## config.mk

```make
export PLATFORM = sky130hd
export DESIGN_NAME = svg_frac_div
export DESIGN_NICKNAME = d
export VERILOG_FILES = /design/src/hdl/svg_pkg.sv /design/src/hdl/svg_frac_div.sv
export SDC_FILE = /design/constraint.sdc
export NUM_CORES = 2
export LEC_CHECK = 0
export BUFFER_PORTS_ARGS = -buffer_cell sky130_fd_sc_hd__buf_2
export CORE_MARGIN = 1.5
export CORE_UTILIZATION = 65
export CTS_CLUSTER_DIAMETER = 150
export CTS_CLUSTER_SIZE = 8
export DETAILED_ROUTE_END_ITERATION = 6
export GPL_TIMING_DRIVEN = 0
export PLACE_DENSITY = 0.79
export SLEW_MARGIN = 20
export SYNTH_ARGS = -nofsm -noshare
export SYNTH_HDL_FRONTEND = slang
export SYNTH_SLANG_ARGS = --single-unit
```

## constraint.sdc

```tcl
create_clock -name clk -period 6.8 [get_ports clk]
set_clock_uncertainty 0.1 [all_clocks]
set_input_delay 0.34 -clock clk [delete_from_list [all_inputs] [get_ports clk]]
set_output_delay 0.34 -clock clk [all_outputs]
set_load 0.1 [all_outputs]
```

## src/hdl/svg_pkg.sv

```systemverilog
// Shared types and constants for the sphere vertex generator.
package svg_pkg;

  localparam int IDX_W    = 11;
  localparam int CNT_W    = 11;
  localparam int RAD_W    = 16;
  localparam int TEX_W    = 17;
  localparam int POS_W    = 17;
  localparam int NORM_W   = 16;
  localparam int PHASE_W  = 32;
  localparam int TRIG_W   = 34;
  localparam int DIV_LAT  = 32;
  localparam int ATAN_N   = 24;

  localparam logic [CNT_W-1:0] RST_STACK  = 11'd16;
  localparam logic [CNT_W-1:0] RST_SECTOR = 11'd32;
  localparam logic [RAD_W-1:0] RST_RADIUS = 16'd256;

  // 0.6072529350 in Q2.30
  localparam logic [31:0] CORDIC_GAIN = 32'd652032874;

  // atan(2^-k) as a fraction of a turn, 2^32 per turn
  localparam logic [31:0] ATAN_TURNS [ATAN_N] = '{
    32'd536870912, 32'd316933406, 32'd167458907, 32'd85004756,
    32'd42667331,  32'd21354465,  32'd10679838,  32'd5340245,
    32'd2670163,   32'd1335087,   32'd667544,    32'd333772,
    32'd166886,    32'd83443,     32'd41722,     32'd20861,
    32'd10430,     32'd5215,      32'd2608,      32'd1304,
    32'd652,       32'd326,       32'd163,       32'd81
  };

  typedef enum logic [1:0] {
    REG_RADIUS = 2'd0,
    REG_STACK  = 2'd1,
    REG_SECTOR = 2'd2
  } reg_idx_t;

  typedef struct packed {
    logic             err;
    logic [TEX_W-1:0] tex_u;
    logic [TEX_W-1:0] tex_v;
  } side_t;

endpackage

```

## src/hdl/svg_frac_div.sv

```systemverilog
// Pipelined long divider: rounded num*2^FRAC_BITS/div, one quotient bit per stage.
module svg_frac_div #(
  parameter int FRAC_BITS = 32,
  parameter int LAT       = 32
) (
  input  logic                                clk,
  input  logic                                en,
  input  logic [svg_pkg::IDX_W-1:0]           num,
  input  logic [svg_pkg::CNT_W-1:0]           div,
  output logic [FRAC_BITS:0]                  quo,
  output logic [svg_pkg::TEX_W-1:0]           tex
);
  import svg_pkg::*;

  localparam int TEX_TAP = TEX_W - 1;

  logic [CNT_W-1:0]   rem_r   [LAT];
  logic [FRAC_BITS:0] q_r     [LAT];
  logic [TEX_W-1:0]   tex_r   [LAT];
  logic [CNT_W-1:0]   rem_nxt [LAT];
  logic [FRAC_BITS:0] q_nxt   [LAT];
  logic [TEX_W-1:0]   tex_nxt [LAT];
  logic [CNT_W-1:0]   half;

  assign half = div >> 1;

  always_comb begin
    logic [CNT_W-1:0]   rem_in;
    logic [FRAC_BITS:0] q_in;
    logic [CNT_W:0]     dbl;
    logic               ge;
    logic               rb;
    for (int s = 0; s < LAT; s++) begin
      if (s == 0) begin
        // num never exceeds div, so the integer bit is num == div
        q_in   = (FRAC_BITS+1)'(num == div);
        rem_in = (num == div) ? '0 : num;
      end else begin
        q_in   = q_r[s-1];
        rem_in = rem_r[s-1];
      end
      dbl = {rem_in, 1'b0};
      ge  = dbl >= {1'b0, div};
      if (s < FRAC_BITS) begin
        rem_nxt[s] = ge ? CNT_W'(dbl - {1'b0, div}) : dbl[CNT_W-1:0];
        q_nxt[s]   = {q_in[FRAC_BITS-1:0], ge};
      end else begin
        rem_nxt[s] = rem_in;
        q_nxt[s]   = q_in;
      end
      if (s == TEX_TAP) begin
        rb         = ({1'b0, rem_r[s-1]} + {1'b0, half}) >= {1'b0, div};
        tex_nxt[s] = TEX_W'(q_r[s-1][TEX_W-1:0] + TEX_W'(rb));
      end else if (s > TEX_TAP) begin
        tex_nxt[s] = tex_r[s-1];
      end else begin
        tex_nxt[s] = '0;
      end
    end
  end

  always_ff @(posedge clk) begin
    if (en) begin
      for (int s = 0; s < LAT; s++) begin
        rem_r[s] <= rem_nxt[s];
        q_r[s]   <= q_nxt[s];
        tex_r[s] <= tex_nxt[s];
      end
    end
  end

  logic rb_last;
  assign rb_last = ({1'b0, rem_r[LAT-1]} + {1'b0, half}) >= {1'b0, div};
  assign quo     = q_r[LAT-1] + (FRAC_BITS+1)'(rb_last);
  assign tex     = tex_r[LAT-1];

endmodule

```

## After elaboration in Yosys (flattened, before gate mapping)

Memory sizes are Yosys's and may differ from the RTL's.
Cells that the tools add are included.

- Flip-flop bits (word level): 0
- RAM bits: 1,952
- Input bits: 24
- Output and inout bits: 50
- Word-level logic and storage cells: 109
- Memories kept: 3

- Add/sub/neg operators: 36
- Order comparisons: 34
- Eq/ne operators: 1
- Mux-type cells: 35

Memories:

| memory | depth | width | rd ports | clocked after Yosys merged registers in | write ports | RTL line | text |
|---|---|---|---|---|---|---|---|
| q_r | 32 | 33 | 32 | 0 | 32 | svg_frac_div.sv:18 | `logic [FRAC_BITS:0] q_r [LAT];` |
| tex_r | 32 | 17 | 16 | 0 | 32 | svg_frac_div.sv:19 | `logic [TEX_W-1:0] tex_r [LAT];` |
| rem_r | 32 | 11 | 32 | 0 | 32 | svg_frac_div.sv:17 | `logic [CNT_W-1:0] rem_r [LAT];` |

Operators with widths:

| operator | count |
|---|---|
| $ge 12x11->1 | 34 |
| $mux 11 | 33 |
| $sub 11x11->11 | 32 |
| $add 33x1->33 | 1 |
| $add 11x10->12 | 2 |
| $add 17x1->17 | 1 |
| $eq 11x11->1 | 1 |
| $mux 1 | 2 |

## Logic depth before layout (Yosys ltp)

- Depth in word-level cells: 4
- Depth in mapped cells: 20

## Worst setup path after synthesis

Ideal clock, no wire load.

- Path kind: register to output
- Start point: mem rem_r[31][0], in the netlist rem_r[1][165]
- End point: out quo[26]
- Data arrival time: 4.800 ns
- Required time: 6.360 ns
- Slack: 1.560 ns
- Cell stages (with the launch flop): 19
- Path buffers: 0
- Cell sequence: edfxtp_1 -> ha_1 -> fa_1 -> a21o_1 -> a21oi_1 -> o21ai_0 -> nor4_1 -> o41ai_1 -> a21oi_1 -> xnor2_1 -> ha_1 -> o211ai_1 -> nand3_1 -> ha_1 -> ha_1 -> nand2_1 -> nor2_2 -> nand2_1 -> xnor2_1

RTL lines:

| element | RTL line | text |
|---|---|---|
| from (decl) | svg_frac_div.sv:17 |  |
| to (decl) | svg_frac_div.sv:10 | `output logic [FRAC_BITS:0] quo,` |

==> key figures <==
Route
  • DRT Pass-1 Iters: 7
  • Routed WL: approximately 120 mm
  • Routed Antenna Nets: 0
  • DRT iter0 DRCs: 3136
  • Post-route DRC violation count: 0
  • Via count: between 30000 and 40000
  • Post-DR vias/cell: approximately 6.3
  • Routed WL per cell: ~22 µm

Clock network
  • Maximum clock path buffer count: 3
  • CTS Buf Count: ~170
  • Post-CTS setup buffers: 0
  • Clk Latency, worst-skew pair: approximately 770 ps
  • Clock-pin transition on the worst setup and hold timing paths: around 60 ps
  • CTS Root Cell: clkbuf_16
  • Clock tree from TritonCTS: yes
  • H-Tree Depth: 4
  • CTS sink count: 1184

Layout
  • Layout cell share with drive strength beyond 1: under 10%
  • Nets@finish: 4755
  • Ant diodes: 0
  • Layout fillers: 5099
  • Final Non-Filler Cells: about 5400
  • Layout area overhead: 12.5%
  • Util after Layout: around three quarters

Synth
  • Post-Syn Instances: between 4000 and 5000
  • Mapped Nets: 4483
  • Register area share after synthesis: roughly 64%
  • Synthesized area: 0.0555 mm²
  • Post-synth EDFFs: approximately 1200
  • Post-synth cell types: 57
  • Leading area contributor after synthesis: edfxtp_1
  • Async S/R FF share, synth: 0%
  • Synth top area cells: edfxtp_1 (64%), ha_1 (9.0%), nand2_1 (2.7%)
  • Share of the synthesized area in the top cell type: between 60 and 70%
  • Synth Flop Type: edfxtp_1
  • Synth warn: 0
  • FF+latch count, synth: 1184
  • Post-Syn Area per Cell: around 14 µm²

Timing
  • Max frequency: around 0.16 GHz
  • RSZ-0062 raised after global routing: false
  • Slew Viols, Final: 0
  • Fin crit period: 6380 ps
  • Fin Setup TNS: 0 ps
  • Hold_ws: between 70 and 80 ps
  • Final worst slack: ~420 ps
  • Final Setup Violations: 0
  • Final hold vios: 0
  • Period utilization: between 90% and 100%
  • Measured slew at the worst slew-check pin: 881 ps
  • Slew HR: 40.4%

GRT
  • Most Crowded Layer GR: met2
  • Tot GR Track Use: roughly 28%
  • Initial antenna violation count: 1
  • M2 GR Usage: roughly 46%
  • GRT Residual Overflow: 0
  • M1 GR Usage: 36.5%
  • Met3 Usage GRT: under 10%
  • Vias in the first global route: 34000
  • Pin count of the biggest net entering global routing: around 160
  • First-pass GRT wire length: approximately 190 mm

Power
  • P_leak: roughly 23 nW
  • P per Cell Area: ~450 mW/mm²
  • VDD IR max: about 0.00046 V

Setup path
  • Critical path class: flip-flop to output port
  • Critical path data arrival time: approximately 6000 ps
  • Crit path required time: roughly 6400 ps
  • Critical path fanouts, max: 4
  • Setup crit end kind: output port
  • Worst setup SP type: flip-flop

Floorplanning
  • Die Y-Extent: 295 µm
  • Starting Density: roughly 66%
  • Row cnt: between 100 and 150
  • Core ar.: roughly 0.084 mm²
  • # IOs: between 70 and 80
  • Width of the die: ~300 µm
  • Die area: approximately 0.087 mm²

Outcome
  • Outcome: completed

Place
  • GPL Wtd Cong: 0.878
  • I/O Buffers: 73
  • Placed cells: around 5300
  • Setup WS pre-CTS: about 1000 ps
  • HPWL after detailed placement: 68.1 mm

Flow run
  • Max-capacitance violation count: 0

Hold path
  • Worst Hold Class: input port to flip-flop
## synthesized netlist by cell type, types with 29 or more instances
library cell  number
a21boi_0          30
a21boi_1          29
a21o_1            68
a21oi_1          154
buf_2             61
edfxtp_1        1184
fa_1              35
ha_1             399
inv_1            116
mux2_2            31
nand2_1          393
nand2b_1          40
nand3_1           41
nand4_1           69
nor2_1           155
nor2b_1          127
nor3_1           101
o21a_1           179
o21ai_0          240
o31a_1            54
o31ai_1          127
xnor2_1          115
xor2_1           122
## final timing paths
check | startpoint | to | slack [ps] | cells past startpoint
worst max-delay path | rem_r[1][165] | quo[25] | 420 | 18
worst min register to register | tex_r[1][89] | tex_r[1][106] | 300 | 0
worst min-delay path | num[10] | rem_r[0][9] | 70 | 4
worst max register to register | rem_r[0][165] | tex_r[1][16] | 1640 | 20
## layout make-up
type / instances / area [µm²] / share of cell area (%)
inverters: 121 / 474 / 0.760
well taps: 1134 / 1420 / 2.27
clock inverters: 12 / 284 / 0.455
multi-input cells: 2648 / 19100 / 30.6
flip-flops and latches: 1184 / 35600 / 57.0
plain buffers: 72 / 362 / 0.580
repair buffers: 105 / 1020 / 1.63
clock buffers: 167 / 4180 / 6.70
## flip-flops by register name, indices dropped and copies added, names as in the netlist
name / cells
tex_r: 272
rem_r: 352
q_r: 560
## per-stage QoR
step                cell area [µm²]  power (mW)
floorplan                     55500        17.9
global route                  62400        29.7
global placement              57200        20.3
detailed placement            57800        20.4
CTS                           62400        28.1
finish                        62400        28.2
## routing by layer
metal	part of all wire (%)	wire [µm]
met1	41	49100
met2	49	58000
met4	3.7	4410
met5	0.0092	11
met3	6.3	7460
## power breakdown
part	switching (mW)	internal [mW]	leakage, nW
Clock	3.02	4.34	2.17
Combinational	5.82	3.92	9.59
Sequential	0.855	10.2	11.6
## critical path, stage by stage, from the launching register on
cell,delay (ps)
edfxtp_1,380
ha_1,220
fa_1,420
a21o_1,180
a21oi_1,210
o21ai_0,150
nor4_1,320
o41ai_1,150
a21oi_1,220
xnor2_1,100
ha_1,270
o211ai_1,90
nand3_1,410
ha_1,290
and3_1,280
nor2b_1,570
nand3_1,200
xnor2_1,200
buf_2,490
## placed cells by master, fill, tap and decap left out, types with 14 or more instances in the layout
cell type and count:
xor2_1 122, fa_1 35, a21boi_1 29, nor2b_1 127, o2111ai_1 24, nand4_1 69, inv_1 106, ha_1 399
nand2_1 393, nand2b_1 40, o21a_1 179, a21oi_1 154, buf_16 14, o21ai_0 240, a21boi_0 30, xnor2_1 115
nand3_1 41, nor2_1 155, o31a_1 54, a21o_1 68, edfxtp_1 1184, mux2_2 31, or3_1 26, clkbuf_16 167
nor3_1 101, buf_2 129, o31ai_1 127
## logic make-up (layout without fill, tap and decap cells)
group                    count (synthesis)  in the layout  share of synthesized area, %
flip-flops                            1184           1184                          64.1
AND/OR/NAND/NOR                        996            996                          8.49
AO/OA/AOI/OAI                          949            949                          11.3
adder cells (fa/ha/maj)                434            434                          10.3
XOR/XNOR                               237            237                          3.74
buffers and inverters                  193            477                          1.46
multiplexers                            32             32                         0.647
## timing repair
action	CTS	global route
hold buffers	12	0
setup endpoints to repair	0	2
endpoints found under the hold margin	63	0
gates resized for setup	0	3
No activity file was read; power rests on OpenSTA's default activity.
