`src/hdl/svg_pkg.sv`:
```
// Shared types and constants for the sphere vertex generator.
package svg_pkg;

  localparam int IDX_W    = 11;
  localparam int CNT_W    = 11;
  localparam int RAD_W    = 16;
  localparam int TEX_W    = 17;
  localparam int POS_W    = 17;
  localparam int NORM_W   = 16;
  localparam int PHASE_W  = 32;
  localparam int TRIG_W   = 34;
  localparam int DIV_LAT  = 32;
  localparam int ATAN_N   = 24;

  localparam logic [CNT_W-1:0] RST_STACK  = 11'd16;
  localparam logic [CNT_W-1:0] RST_SECTOR = 11'd32;
  localparam logic [RAD_W-1:0] RST_RADIUS = 16'd256;

  // 0.6072529350 in Q2.30
  localparam logic [31:0] CORDIC_GAIN = 32'd652032874;

  // atan(2^-k) as a fraction of a turn, 2^32 per turn
  localparam logic [31:0] ATAN_TURNS [ATAN_N] = '{
    32'd536870912, 32'd316933406, 32'd167458907, 32'd85004756,
    32'd42667331,  32'd21354465,  32'd10679838,  32'd5340245,
    32'd2670163,   32'd1335087,   32'd667544,    32'd333772,
    32'd166886,    32'd83443,     32'd41722,     32'd20861,
    32'd10430,     32'd5215,      32'd2608,      32'd1304,
    32'd652,       32'd326,       32'd163,       32'd81
  };

  typedef enum logic [1:0] {
    REG_RADIUS = 2'd0,
    REG_STACK  = 2'd1,
    REG_SECTOR = 2'd2
  } reg_idx_t;

  typedef struct packed {
    logic             err;
    logic [TEX_W-1:0] tex_u;
    logic [TEX_W-1:0] tex_v;
  } side_t;

endpackage

```
`src/hdl/svg_cordic.sv`:
```
// Pipelined rotation CORDIC: cosine and sine in signed Q3.30 of a 32-bit turn phase.
module svg_cordic #(
  parameter int STAGES = 16
) (
  input  logic                                  clk,
  input  logic                                  en,
  input  logic [svg_pkg::PHASE_W-1:0]           phase,
  output logic signed [svg_pkg::TRIG_W-1:0]     cos_o,
  output logic signed [svg_pkg::TRIG_W-1:0]     sin_o
);
  import svg_pkg::*;

  localparam int ZW = 33;

  logic signed [TRIG_W-1:0] x_r [STAGES];
  logic signed [TRIG_W-1:0] y_r [STAGES];
  logic signed [ZW-1:0]     z_r [STAGES];
  logic [1:0]               qd_r [STAGES];
  logic signed [TRIG_W-1:0] x_nxt [STAGES];
  logic signed [TRIG_W-1:0] y_nxt [STAGES];
  logic signed [ZW-1:0]     z_nxt [STAGES];
  logic [1:0]               qd_nxt [STAGES];
  logic [PHASE_W-1:0]       p;

  assign p = phase + 32'h2000_0000;

  always_comb begin
    logic signed [TRIG_W-1:0] xi, yi, dx, dy;
    logic signed [ZW-1:0]     zi, at;
    logic [1:0]               qi;
    for (int s = 0; s < STAGES; s++) begin
      if (s == 0) begin
        xi = $signed({2'b00, CORDIC_GAIN});
        yi = '0;
        zi = $signed({3'b000, p[29:0]}) - $signed(ZW'(32'h2000_0000));
        qi = p[31:30];
      end else begin
        xi = x_r[s-1];
        yi = y_r[s-1];
        zi = z_r[s-1];
        qi = qd_r[s-1];
      end
      dx = yi >>> s;
      dy = xi >>> s;
      at = $signed({1'b0, ATAN_TURNS[s]});
      if (zi >= 0) begin
        x_nxt[s] = xi - dx;
        y_nxt[s] = yi + dy;
        z_nxt[s] = zi - at;
      end else begin
        x_nxt[s] = xi + dx;
        y_nxt[s] = yi - dy;
        z_nxt[s] = zi + at;
      end
      qd_nxt[s] = qi;
    end
  end

  always_ff @(posedge clk) begin
    if (en) begin
      for (int s = 0; s < STAGES; s++) begin
        x_r[s]  <= x_nxt[s];
        y_r[s]  <= y_nxt[s];
        z_r[s]  <= z_nxt[s];
        qd_r[s] <= qd_nxt[s];
      end
    end
  end

  logic signed [TRIG_W-1:0] c_nxt, s_nxt, xl, yl;
  assign xl = x_r[STAGES-1];
  assign yl = y_r[STAGES-1];

  // quadrant unfold
  always_comb begin
    unique case (qd_r[STAGES-1])
      2'd0:    begin c_nxt = xl;  s_nxt = yl;  end
      2'd1:    begin c_nxt = -yl; s_nxt = xl;  end
      2'd2:    begin c_nxt = -xl; s_nxt = -yl; end
      default: begin c_nxt = yl;  s_nxt = -xl; end
    endcase
  end

  always_ff @(posedge clk) begin
    if (en) begin
      cos_o <= c_nxt;
      sin_o <= s_nxt;
    end
  end

endmodule
```
`config.mk`:
```
export PLATFORM = sky130hd
export DESIGN_NAME = svg_cordic
export DESIGN_NICKNAME = d
export VERILOG_FILES = /design/src/hdl/svg_pkg.sv /design/src/hdl/svg_cordic.sv
export SDC_FILE = /design/constraint.sdc
export NUM_CORES = 2
export LEC_CHECK = 0
export BUFFER_PORTS_ARGS = -buffer_cell sky130_fd_sc_hd__buf_2
export CORE_ASPECT_RATIO = 0.6
export CORE_MARGIN = 2
export CORE_UTILIZATION = 51
export CTS_BUF_LIST = sky130_fd_sc_hd__clkbuf_16
export DETAILED_ROUTE_END_ITERATION = 6
export PLACE_DENSITY = 0.66
export SKIP_CTS_REPAIR_TIMING = 1
export SLEW_MARGIN = 10
export SYNTH_ARGS = -nofsm -noshare
export SYNTH_HDL_FRONTEND = slang
export SYNTH_SLANG_ARGS = --single-unit
```
`constraint.sdc`:
```
create_clock -name clk -period 7.14 [get_ports clk]
set_input_delay 0.714 -clock clk [delete_from_list [all_inputs] [get_ports clk]]
set_output_delay 0.714 -clock clk [all_outputs]
set_load 0.02 [all_outputs]
```
## Word level (Yosys, flattened, before mapping)

Memories as Yosys holds them, arrays and structs flattened.
Index checks and enable logic that the tools add are counted.

- Add/subtract/negate cells: 96
- $mul: 0
- Divide/modulo/power cells: 0
- Order comparisons: 16
- Eq/ne operators: 2
- Shift operators: 0
- Muxes and demuxes: 51
- Bitwise logic cells: 0
- Reduce and logical (&&, ||, !) cells: 1

Operators with widths:

| kind | number |
|---|---|
| $mux W34 | 31 |
| $mux W33 | 16 |
| $ge A33 B1 Y1 const B | 15 |
| $pmux W34 S3 | 2 |
| $add A34 B19 Y34 | 2 |
| $add A34 B20 Y34 | 2 |
| $add A34 B21 Y34 | 2 |
| $add A34 B22 Y34 | 2 |
| $add A34 B23 Y34 | 2 |
| $add A34 B24 Y34 | 2 |
| $add A34 B25 Y34 | 2 |
| $add A34 B26 Y34 | 2 |
| $add A34 B27 Y34 | 2 |
| $add A34 B28 Y34 | 2 |
| $add A34 B29 Y34 | 2 |
| $add A34 B30 Y34 | 2 |
| $add A34 B31 Y34 | 2 |
| $add A34 B32 Y34 | 2 |
| $add A34 B33 Y34 | 2 |
| $neg A34 Y34 | 2 |
| $sub A34 B19 Y34 | 2 |
| $sub A34 B20 Y34 | 2 |
| $sub A34 B21 Y34 | 2 |
| $sub A34 B22 Y34 | 2 |
| other kinds (50) | 62 |

- Flip-flop bits (word level): 68
- Latch bits: 0
- Memory bits (writable): 1,648
- ROM bits: 0
- Input bits: 34
- Output and inout port bits: 68
- Logic and storage cells: 172
- Memories: 4

Memory list:

| name | words | bits a word | read ports | clocked after Yosys merged registers in | write ports | RTL line | source |
|---|---|---|---|---|---|---|---|
| x_r | 16 | 34 | 16 | 0 | 16 | svg_cordic.sv:15 | `logic signed [TRIG_W-1:0] x_r [STAGES];` |
| y_r | 16 | 34 | 16 | 0 | 16 | svg_cordic.sv:16 | `logic signed [TRIG_W-1:0] y_r [STAGES];` |
| z_r | 16 | 33 | 15 | 0 | 16 | svg_cordic.sv:17 | `logic signed [ZW-1:0] z_r [STAGES];` |
| qd_r | 16 | 2 | 16 | 0 | 16 | svg_cordic.sv:18 | `logic [1:0] qd_r [STAGES];` |

## Depth between registers and ports, before layout

- Word-level depth: 4
- Depth in mapped cells: 22

## Worst setup path after synthesis

Ideal clock, no wire load.

- Path kind: reg-to-reg
- From: memory y_r[6][13] (netlist: y_r[0][217])
- To: memory x_r[7][32] (netlist: x_r[0][270]), data pin
- Setup time: 0.257 ns
- Arrival time: 4.834 ns
- Data required time: 6.883 ns
- Setup slack: 2.049 ns
- Stages on the path, launching flop included: 18
- Path buffers: 0
- Period minus slack after synthesis: 5.091 ns
- Cells stage by stage: edfxtp_1 > or4_4 > or4_4 > or4_1 > or4_4 > or3_4 > o31ai_1 > xor2_1 > ha_1 > a21o_1 > a21o_1 > a21oi_1 > o21ai_0 > a31oi_1 > o21ai_0 > o21a_1 > a31o_2 > xor2_1

RTL lines:

| element | RTL line |
|---|---|
| from (decl) | svg_cordic.sv:16 |
| to (decl) | svg_cordic.sv:15 |

==> results.cfg <==
[timing]
drv_slew = 0
rsz0062_at_grt = false
layout_min_cycle_time_ns = 6.248
worst-slew-pin-transition_ns = 1.388
fin_crit_sh_pct = 87.50
final_hold_viol_count = 0
max_freq_ghz = 0.1601
slew-limit-headroom_pct = 7.004
skew_ns = 0.05412
tns_ns = 0
setup_viol_count_final = 0

[setup_path]
rrSetupSlack_ns = 0.89
critPathBufInv = 0
critPathMaxFanout = 8
max_stage_delay_ns = 0.71
end_kind = register
critPathKind = register to register
cp_top_family = compound AO/OA/AOI/OAI gates
crit_path_start_kind = register
crit_end = x_r[0][169]
crit_arrival_ns = 6.84
worstSetupStartpoint = y_r[0][108]
worstPathRequired_ns = 7.74
reg2regPathDepth = 17
slowest_stage = o21ai_1
rr_endpoint = x_r[0][169]
worstPathCellList = or3_1 -> or3b_2 -> or4_1 -> o21ai_1 -> xor2_1 -> ha_1 -> nand3_1 -> o221ai_1 -> a21o_1 -> a31oi_1 -> a21oi_1 -> a221oi_1 -> nand3b_1 -> a21oi_1 -> o22a_1 -> a221oi_1 -> xnor2_1
reg2reg_from = y_r[0][108]
path_depth = 17

[finish]
fill_cells = 21545
multi_input_area_um2 = 77190
seq_area_um2 = 46690
layout.nets = 14640
areaGrowthSynthToFinish_pct = 8.067
drive_gt1_share_pct = 4.236

[synth]
synth.most_common_cell = edfxtp_1
syn_avg_cell_area_um2 = 9.734
yosysTopAreaCellShare_pct = 36.85
synth_top_cells_by_count = 1555 x edfxtp_1, 1378 x ha_1, 1281 x xnor2_1
yosys_register_bits = 1555
synth_fp_nets = 14470
ys_top_cells_by_area = edfxtp_1 37%, ha_1 14%, xnor2_1 8.9%, xor2_1 4.3%, a21oi_1 4.3%
synth.largest_area_cell = edfxtp_1
yosysUniqueCellTypes = 90
syn_inst = 13016
synth_warnings = 0
synth_edf_count = 1555
synth_seq_area_share_pct = 36.85
synth_ff_type = edfxtp_1
async_flop_share_pct = 0
syn_area_um2 = 126700

[cts]
htree_num_levels = 4
numCtsBuffers = 174
cts.sinks = 1555
cts_buffer_depth = 4
clockRootBuffer = clkbuf_16
cts_tree = built
cts.clk_slew.worst_paths_ns = 0.07
clock_latency_ns = 0.86

[min_path]
worstHoldPathType = primary input to register

[die]
core_area_um2 = 246600
start_util_pct = 51.37
die_h_um = 390.1
rows = 141
die_w_um = 647.5
io_pins = 102
die_area_um2 = 252600

[grt]
grt.total_usage_pct = 28.78
grt_antenna_before_repair = 12
grt.overflow.total = 0
grt_max_degree = 182
grt_pass1_vias = 93945
grt_pass1_wl_mm = 567.1

[placement]
place.gp.congestion = 1.002
io_buffers = 101
dp_hpwl_mm = 297.7

[routing]
drc = 0
wl_met2_mm = 125.3
drtAntennaViolNets = 0
routed_wl_mm = 373.5
wl_met1_mm = 196.6
viasPerCell = 6.214
drt_first_pass_iters = 6
drtIter0Drc = 11970
top_layer_used = met5
vias = 103232
route.met3.wl_mm = 46.50
wire_per_inst_um = 22.48

[flow_run]
drv_cap = 0

[outcome]
status = finished, final reports clean
-- kinds of logic (layout without fill, tap and decap cells) --
group | count (synthesis) | in the layout | share of synthesized area (%)
compound gates | 3965 | 3965 | 20.08
mux | 30 | 30 | 0.2607
simple gates | 3386 | 3386 | 13.13
xor+xnor | 1904 | 1904 | 13.16
buf+inv | 756 | 1055 | 2.241
other cells | 0 | 10 | 0
fa+ha+maj | 1420 | 1420 | 14.27
flops | 1555 | 1555 | 36.85
-- worst register-to-register path, delay by kind of cell, from the launching register on --
family                     cells  cell delay, ns
AOI/OAI and AO/OA              9            2.93
and+or+nand+nor                5            1.91
DFF                            1            0.47
adders and majority gates      1            0.38
xor gates and xnor gates       2            0.28
-- metrics by stage --
stage	hold WS [ns]	area, um2	worst slack [ns]	utilization [%]	cells
floorplan	0.4003	126700	2.049	-	13016
global placement	0.4053	131300	1.123	53.24	16298
detailed placement	0.4051	131300	1.125	53.24	16298
CTS	-0.03309	136900	1.057	55.50	16603
global route	0.007501	136900	0.6401	55.51	16611
finish	0.03483	136900	0.8923	55.52	16614
-- how the worst min path moves through the flow --
stage	slack, ns	cells after the start	start	endpoint
after floorplan	0.40	0	qd_r[0][8]	qd_r[0][10]
after global placement	0.41	0	z_r[0][0]	z_r[0][33]
after detailed placement	0.41	0	qd_r[1][2]	qd_r[1][4]
after CTS	-0.03	1	phase[0]	z_r[0][0]
after global routing	0.008	1	phase[25]	z_r[0][25]
final	0.03	1	phase[25]	z_r[0][25]
-- metal layers --
layer | track usage (%) | up-vias
li1 | - | 48900
met1 | 49.38 | 49636
met2 | 33.71 | 4367
met3 | 8.858 | 321
met4 | 3.931 | 8
met5 | 1.106 | -
-- final cells by class --
type                    count  share of cell area [%]
repair buffers            179                  0.8645
diodes                     10                 0.01828
inverters                 571                   1.565
clock buffers             180                   3.290
multi-input cells       10705                   56.37
flip-flops and latches   1555                   34.10
clock inverters           125                  0.7813
well taps                3289                   3.005
-- state kept, by name (all words and copies together), names as in the netlist --
signal,cells
qd_r,32
sin_o,34
cos_o,34
z_r,460
y_r,511
x_r,484
-- cells in the final DEF (no fill, tap or decap), types with 601 or more instances in the layout --
master	synthesis	final
ha_1	1378	1378
xnor2_1	1281	1281
o21ai_0	854	854
a21oi_1	1079	1078
inv_1	565	601
nand2_1	814	814
nor2_1	944	944
a21o_1	674	674
xor2_1	623	623
edfxtp_1	1555	1555
Power is not shown: default switching activity piles up to over one toggle a cycle in this logic, so the estimate is an artifact.
